$ cat src/sv/sfd_pkg.sv
// Shared types and constants for the serial frame deframer.
package sfd_pkg;

	localparam int unsigned BYTE_W   = 8;
	localparam int unsigned WORD_W   = 32;
	localparam int unsigned CFG_IDX_W = 2;

	localparam logic [BYTE_W-1:0] HDR_LEN = 8'd4;

	localparam logic [WORD_W-1:0] HEADER_RST  = 32'h4353_4144;
	localparam logic [WORD_W-1:0] TRAILER_RST = 32'hFEFC_FEFC;
	localparam logic [BYTE_W-1:0] MAXLEN_RST  = 8'd80;

	localparam logic [CFG_IDX_W-1:0] CFG_HEADER  = 2'd0;
	localparam logic [CFG_IDX_W-1:0] CFG_TRAILER = 2'd1;
	localparam logic [CFG_IDX_W-1:0] CFG_MAXLEN  = 2'd2;

	localparam logic END_TRAILER = 1'b0;
	localparam logic END_LIMIT   = 1'b1;

	typedef struct packed {
		logic [BYTE_W-1:0] data_byte;
		logic [BYTE_W-1:0] position;
		logic              frame_end;
		logic              end_cause;
	} result_t;

endpackage

$ cat src/sv/sfd_sync.sv
// Header hunt, byte window, frame count and end detection.
module sfd_sync (
	input  logic                                  clk,
	input  logic                                  arst_n,
	input  logic                                  accept,
	input  logic [sfd_pkg::BYTE_W-1:0]            rx_byte,
	input  logic [sfd_pkg::WORD_W-1:0]            header_word,
	input  logic [sfd_pkg::WORD_W-1:0]            trailer_word,
	input  logic [sfd_pkg::BYTE_W-1:0]            max_frame_len,
	output sfd_pkg::result_t                      res,
	output logic                                  res_valid
);

	logic [sfd_pkg::WORD_W-1:0] last_four_q;
	logic [sfd_pkg::BYTE_W-1:0] byte_count_q;
	logic [sfd_pkg::WORD_W-1:0] window_nxt;
	logic [sfd_pkg::BYTE_W-1:0] cnt_inc;
	logic [sfd_pkg::BYTE_W-1:0] count_nxt;
	logic                       in_header;
	logic                       trail_hit;
	logic                       limit_hit;

	assign window_nxt = {last_four_q[sfd_pkg::WORD_W-sfd_pkg::BYTE_W-1:0], rx_byte};
	assign cnt_inc    = byte_count_q + 8'd1;
	assign in_header  = (cnt_inc <= sfd_pkg::HDR_LEN);
	assign trail_hit  = (window_nxt == trailer_word);
	assign limit_hit  = (cnt_inc >= max_frame_len);

	always_comb begin
		res_valid     = !in_header;
		res.data_byte = rx_byte;
		res.position  = byte_count_q;
		res.frame_end = 1'b0;
		res.end_cause = sfd_pkg::END_TRAILER;
		count_nxt     = cnt_inc;
		if (in_header) begin
			// slide the hunt window by one byte on a header miss
			if (cnt_inc == sfd_pkg::HDR_LEN && window_nxt != header_word) begin
				count_nxt = sfd_pkg::HDR_LEN - 8'd1;
			end
		end else if (trail_hit || limit_hit) begin
			res.frame_end = 1'b1;
			res.end_cause = trail_hit ? sfd_pkg::END_TRAILER : sfd_pkg::END_LIMIT;
			count_nxt     = '0;
		end
	end

	always_ff @(posedge clk or negedge arst_n) begin
		if (!arst_n) begin
			last_four_q  <= '0;
			byte_count_q <= '0;
		end else if (accept) begin
			last_four_q  <= window_nxt;
			byte_count_q <= count_nxt;
		end
	end

`ifndef ASSERT_OFF
	a_end_clears_count: assert property (@(posedge clk) disable iff (!arst_n)
		(accept && res_valid && res.frame_end) |=> (byte_count_q == '0))
		else $error("count not cleared after frame end");

	a_miss_slides: assert property (@(posedge clk) disable iff (!arst_n)
		(accept && byte_count_q == 8'd3 && window_nxt != header_word)
		|=> (byte_count_q == 8'd3))
		else $error("header miss did not hold count at three");

	a_result_past_header: assert property (@(posedge clk) disable iff (!arst_n)
		res_valid |-> (byte_count_q >= sfd_pkg::HDR_LEN))
		else $error("result emitted for a header byte");

	a_cause_needs_end: assert property (@(posedge clk) disable iff (!arst_n)
		(res.end_cause == sfd_pkg::END_LIMIT) |-> res.frame_end)
		else $error("end cause set without frame end");
`endif

endmodule

$ cat src/sv/sfd_out_reg.sv
// Output register holding one result beat toward the master side.
module sfd_out_reg (
	input  logic             clk,
	input  logic             arst_n,
	input  logic             load,
	input  logic             load_valid,
	input  sfd_pkg::result_t res,
	output logic             ready,
	output logic             valid,
	output sfd_pkg::result_t data,
	input  logic             take
);

	logic             valid_q;
	sfd_pkg::result_t data_q;

	// free when empty or when the held beat leaves this cycle
	assign ready = !valid_q || take;
	assign valid = valid_q;
	assign data  = data_q;

	always_ff @(posedge clk or negedge arst_n) begin
		if (!arst_n) begin
			valid_q <= 1'b0;
		end else if (load) begin
			valid_q <= load_valid;
		end else if (take) begin
			valid_q <= 1'b0;
		end
	end

	always_ff @(posedge clk) begin
		if (load && load_valid) begin
			data_q <= res;
		end
	end

endmodule

$ cat src/sv/serial_frame_deframer.sv
// Top level: config registers, frame sync core and output register.
// A result beat appears on m_tvalid in the cycle after its byte is accepted.
// One byte per cycle unless m_tready stalls; the output frees in the cycle it drains.
// Header bytes and mismatched hunt bytes produce no output beat.
// Reset clears the byte window, frame count and output valid, and loads
// the default header, trailer and length limit.
module serial_frame_deframer (
	input  logic                              clk,
	input  logic                              arst_n,
	input  logic                              cfg_we,
	input  logic [sfd_pkg::CFG_IDX_W-1:0]     cfg_index,
	input  logic [sfd_pkg::WORD_W-1:0]        cfg_data,
	input  logic                              s_tvalid,
	output logic                              s_tready,
	input  logic [7:0]                        s_tdata,   // [7:0] rx_byte
	output logic                              m_tvalid,
	input  logic                              m_tready,
	output logic [15:0]                       m_tdata,   // [7:0] data_byte, [15:8] position
	output logic                              m_tlast,   // frame_end
	output logic                              m_tuser    // end_cause
);

	logic [sfd_pkg::WORD_W-1:0] header_q;
	logic [sfd_pkg::WORD_W-1:0] trailer_q;
	logic [sfd_pkg::BYTE_W-1:0] maxlen_q;
	logic                       accept;
	logic                       res_valid;
	sfd_pkg::result_t           res;
	sfd_pkg::result_t           out_data;

	always_ff @(posedge clk or negedge arst_n) begin
		if (!arst_n) begin
			header_q  <= sfd_pkg::HEADER_RST;
			trailer_q <= sfd_pkg::TRAILER_RST;
			maxlen_q  <= sfd_pkg::MAXLEN_RST;
		end else if (cfg_we) begin
			case (cfg_index)
				sfd_pkg::CFG_HEADER:  header_q  <= cfg_data;
				sfd_pkg::CFG_TRAILER: trailer_q <= cfg_data;
				sfd_pkg::CFG_MAXLEN:  maxlen_q  <= cfg_data[sfd_pkg::BYTE_W-1:0];
				default: ;
			endcase
		end
	end

	assign accept = s_tvalid && s_tready;

	sfd_sync u_sync (
		.clk          (clk),
		.arst_n       (arst_n),
		.accept       (accept),
		.rx_byte      (s_tdata),
		.header_word  (header_q),
		.trailer_word (trailer_q),
		.max_frame_len(maxlen_q),
		.res          (res),
		.res_valid    (res_valid)
	);

	sfd_out_reg u_out (
		.clk       (clk),
		.arst_n    (arst_n),
		.load      (accept),
		.load_valid(res_valid),
		.res       (res),
		.ready     (s_tready),
		.valid     (m_tvalid),
		.data      (out_data),
		.take      (m_tready)
	);

	assign m_tdata = {out_data.position, out_data.data_byte};
	assign m_tlast = out_data.frame_end;
	assign m_tuser = out_data.end_cause;

endmodule
$ cat config.mk
export PLATFORM = sky130hd
export DESIGN_NAME = serial_frame_deframer
export DESIGN_NICKNAME = d
export VERILOG_FILES = /design/src/sv/sfd_pkg.sv /design/src/sv/sfd_sync.sv /design/src/sv/sfd_out_reg.sv /design/src/sv/serial_frame_deframer.sv
export SDC_FILE = /design/constraint.sdc
export NUM_CORES = 1
export LEC_CHECK = 0
export ABC_AREA = 1
export BUFFER_PORTS_ARGS = -buffer_cell sky130_fd_sc_hd__buf_2
export CORE_MARGIN = 4
export CORE_UTILIZATION = 35
export DETAILED_ROUTE_END_ITERATION = 6
export PLACE_DENSITY = 0.58
export SYNTH_ARGS = -nofsm -noshare
export SYNTH_HDL_FRONTEND = slang
export SYNTH_SLANG_ARGS = --single-unit
$ cat constraint.sdc
create_clock -name clk -period 5.91 [get_ports clk]
set_input_delay 1.182 -clock clk [delete_from_list [all_inputs] [get_ports clk]]
set_output_delay 1.182 -clock clk [all_outputs]
set_load 0.005 [all_outputs]
* Word-level counts from Yosys, hierarchy flattened
Cells that the tools add are included.
Cells by class: add/subtract/negate cells 1, magnitude comparators 2, equal/unequal tests 5, muxes and demuxes 7, bitwise logic cells 1, reduce and logical (&&, ||, !) cells 13
Operator list (number):
- $eq 32x32->1 | 1
- $ne 32x32->1 | 1
- $mux 8 | 3
- $add 8x1->8 const B | 1
- $eq 8x3->1 const B | 1
- $ge 8x8->1 | 1
- $le 8x3->1 const B | 1
- $reduce_and 2->1 | 3
- $logic_and 1x1->1 | 3
- $mux 1 | 3
- $eq 2x1->1 const B | 1
- $eq 2x2->1 const B | 1
- $logic_not 1->1 | 2
- $logic_not 2->1 | 1
- $logic_or 1x1->1 | 2
- $mux 2 | 1
- $reduce_bool 2->1 | 1
- $reduce_or 2->1 | 1
- $not 1->1 | 1
Storage, ports and cells: register bits 123, bits of input ports 47, output and inout port bits 20, logic and storage cells 39

* Longest topological paths before layout
word-level depth 5, mapped depth 16

* Modules after synthesis
Synthesis repeated with hierarchy kept, for this count alone.
Unflattened totals: cells, all modules 736, area total of the unflattened synthesis 6241.0 sq um
Modules (own cells, without submodules):
- serial_frame_deframer | times used 1, cells an instance 321, area an instance 2991.6 sq um, sequential area each 1850.5 sq um
- sfd_sync | times used 1, cells an instance 389, area an instance 2657.5 sq um, sequential area each 800.8 sq um
- sfd_out_reg | times used 1, cells an instance 26, area an instance 591.8 sq um, sequential area each 565.5 sq um

* Worst setup path after synthesis
No wires, ideal clock.
path kind input-to-reg, start point in m_tready, end point reg u_out.data_q (netlist bit u_out.data[0]) (enable), library setup time 373 ps, arrival time 2158 ps, data required time 5537 ps, path slack 3380 ps, stages 7, path through inv_1 > nand2_1 > nand2_1 > clkinv_1 > buf_2 > nand2_1 > inv_1
On the way: cells in the longest elaborated chain, start to end 3
RTL lines:
- start: declaration | RTL line serial_frame_deframer.sv:17 | input logic m_tready,
- $logic_or 1x1->1 | RTL line sfd_out_reg.sv:18 | assign ready = !valid_q || take;
- named net s_tready | RTL line serial_frame_deframer.sv:14 | output logic s_tready,
- $logic_and 1x1->1 | RTL line serial_frame_deframer.sv:46 | assign accept = s_tvalid && s_tready;
- $logic_and 1x1->1 | RTL line sfd_out_reg.sv:33 | if (load && load_valid) begin
- end signal: assignment | RTL line sfd_out_reg.sv:34 | data_q <= res;
- end: declaration | RTL line sfd_out_reg.sv:15 | sfd_pkg::result_t data_q;
The timed path passes the listed nets, and every way through them passes these cells. A chain may end at the register's enable or synchronous reset.

* Worst setup path after layout
start point in m_tready, end point reg u_out.data_q (netlist bit u_out.data[6]) (enable)
On the way: cells in the longest elaborated chain, start to end 3
RTL lines (RTL line):
- $logic_or 1x1->1 | sfd_out_reg.sv:18
- $logic_and 1x1->1 | serial_frame_deframer.sv:46
- $logic_and 1x1->1 | sfd_out_reg.sv:33
No other way between the ends.

==> summary.md <==
| Metric | Value |
|---|---|
| DP Area | `between 6000 and 7000 um2` |
| Critical path type | `in2reg` |
| Cell chain of the critical path | `buf_2 -> inv_1 -> nand2_1 -> nand2_1 -> clkinv_1 -> nand2_1 -> inv_1` |
| Tot GR Track Use | `15.1%` |
| CTS sink count | `approximately 120` |
| Setup TNS | `0 ns` |
| Die area | `18600 um2` |
| Mean Syn Cell Area | `around 9 um2` |
| NumNets Final | `779` |
| CTS resizes | `0` |
| Critical path's largest stage delay | `around 0.74 ns` |
| Core footprint | `~16000 um2` |
| Top Layer Used | `met4` |
| Clock skew | `0.00945 ns` |
| Max-slew violations | `0` |
| IO Port Bufs | `66` |
| Slowest CP cell | `nand2_1` |
| Root buf cell | `clkbuf_16` |
| Largest net degree at the start of global routing | `65` |
| Min-Delay Path Class | `reg2reg` |
| Synthesized cell area | `5760 um2` |
| Post-synth EDFFs | `18` |
| Die Span Y | `between 100 and 150 um` |
| Hpwl dp | `~8800 um` |
| DRT Wirelength | `12600 um` |
| WP data arrival | `between 2 and 3 ns` |
| Synthesis-to-layout area growth | `19.7%` |
| Htree depth | `4` |
| Tmin final | `roughly 2.7 ns` |
| RSZ-0062 raised after global routing | `false` |
| Die W | `about 140 um` |
| Ys Warns | `0` |
| GPL Wtd Cong | `0.791` |
| Hold-fix buffers, CTS | `0` |
| Max_slew headroom | `between 20 and 30%` |
| Number of global-route vias before repair | `approximately 4200` |
| Dominant synthesized flop cell | `dfrtp_1` |
| Max FO, Critical Path | `31` |
| M1 WL | `6230 um` |
| Final setup viols | `0` |
| DRT iter0 DRCs | `275` |
| Top Ports | `67` |
| Startpoint types | `primary input` |
| Peak supply drop | `between 200 and 250 uV` |
| Grt total ovfl | `0` |
| Antenna-violating nets left | `0` |
| Max Cap Viol | `0` |
| Finished Core Util | `between 40% and 50%` |
| Share of cells above drive strength 1 | `around 20%` |
| Period utilisation layout | `a little under half` |
| Power per cell area | `~440 nW/um2` |
| CP endpoint kind | `register` |
| Leak Pwr | `about 3.3 nW` |
| Least-Margin Pin Slew | `about 1.1 ns` |
| Synth cell types | `27` |
| Number of detailed-route iterations in the first pass | `4` |
| Skew-Pair Late Insertion Delay | `approximately 0.42 ns` |
| Met2 routed WL | `roughly 5700 um` |
| Clock buffer depth | `2` |
| WL/cell | `13.3 um` |
| F_max | `between 0.3 and 0.4 GHz` |
| CTS tree | `done` |
| Residual DRC count | `0` |
| Filler cells | `1633` |
| Post-route cell area | `just under 7000 um2` |
| Via count | `about 4200` |
| Setup bufs post-CTS | `0` |
| Async set or reset register ratio after synthesis | `approximately 85%` |
| Antenna fix cells | `0` |
| First-pass GRT wire length | `21500 um` |
| Starting Density | `a little over a third` |
| Worst path most repeated cell | `nand2_1` |
| Via density | `~4.4` |
| Antenna violations before repair | `0` |
| Outcome | `completed` |
| Clock transition at path regs | `approximately 0.05 ns` |
| Final Hold Vio Count | `0` |
| CP required | `between 5 and 6 ns` |
| Rows | `46` |
| Post-synthesis cell count | `654` |
| Syn Nets | `around 710` |
| Met3 WL | `approximately 520 um` |
| Total CTS buffers | `17` |
| Post-synthesis sequential area ratio | `55.8%` |
| Synth Register Bits | `123` |
| Hold WS | `slightly below 0.5 ns` |
| Tot Pwr | `between 3 and 4 mW` |
==> sequential cells by signal (all words and copies together) (netlist names) <==
signal and flops:
header_q 32, trailer_q 32, u_sync.last_four_q 24, u_out.data 18, maxlen_q 8, u_sync.byte_count_q 8, u_out.valid 1
==> Yosys cell counts (2+ instances only) <==
library cell / n / area (um2)
ha_1: 10 / 125
inv_1: 66 / 248
a21oi_1: 5 / 25.0
nor2_1: 30 / 113
dfstp_2: 39 / 1020
clkbuf_1: 17 / 63.8
edfxtp_1: 18 / 541
nor2_2: 2 / 12.5
o21ai_0: 82 / 410
dfrtp_1: 66 / 1650
buf_2: 2 / 10.0
nand2_1: 231 / 867
xnor2_1: 59 / 517
nand3_1: 13 / 65.1
inv_2: 2 / 7.51
==> through the flow <==
step                instances  setup WS [ns]
finish                    951           3.16
global route              951           2.93
CTS                       951           3.12
detailed placement        919           2.69
global placement          919           2.76
floorplan                 654           3.38
==> path summary, 6_finish.rpt <==
| check | start | cells past startpoint | slack, ns | endpoint |
|---|---|---|---|---|
| hold / removal | maxlen_q[1] | 2 | 0.49 | maxlen_q[1] |
| min in group asynchronous | arst_n | 1 | 0.83 | header_q[21] |
| setup / recovery | m_tready | 7 | 3.16 | u_out.data[6] |
| setup reg to reg | u_sync.byte_count_q[0] | 13 | 3.45 | u_out.data[0] |
| hold reg to reg | maxlen_q[1] | 2 | 0.49 | maxlen_q[1] |
| max in group asynchronous | arst_n | 2 | 3.96 | header_q[0] |
==> power by group <==
part / total, mW / switching, mW / internal (mW)
Combinational: 0.709 / 0.394 / 0.316
Sequential: 1.29 / 0.179 / 1.12
Clock: 1.02 / 0.373 / 0.651
==> layout by cell type, fill, tap and decap left out, types with 18 or more instances in the layout <==
cell	instances
buf_2	65
clkbuf_16	18
dfrtp_1	66
dfstp_2	39
edfxtp_1	18
inv_1	66
nand2_1	229
nor2_1	30
o21ai_0	82
xnor2_1	59
==> logic make-up (layout without fill, tap and decap cells) <==
kind of cell,count (synthesis),count (layout),share of synthesized area (%)
AND/OR/NAND/NOR,283,283,19.3
flip-flops,123,123,55.8
AO/OA/AOI/OAI,91,91,8.03
buffers and inverters,88,169,5.77
XOR/XNOR,59,59,8.96
adder cells (fa/ha/maj),10,10,2.17
==> area by class of cell <==
type                    instances  area, um2  area share, %
clock buffers                  20        468           6.78
clock inverters                12        120           1.74
inverters                      69        259           3.75
multi-input cells             443       2220           32.2
flip-flops and latches        123       3220           46.6
well taps                     216        270           3.92
repair buffers                 68        348           5.04
==> critical path, delay by kind of cell <==
| kind | cells | cell delay (ns) |
|---|---|---|
| buffers and inverters | 4 | 0.65 |
| and+or+nand+nor | 3 | 0.96 |
==> routing by layer <==
layer,vias to the layer above,track usage (%)
li1,2173,-
met1,1927,20.5
met2,74,23.3
met3,12,4.44
met4,0,4.54
met5,-,0
Note: power is estimated with default switching activity, not from simulation.
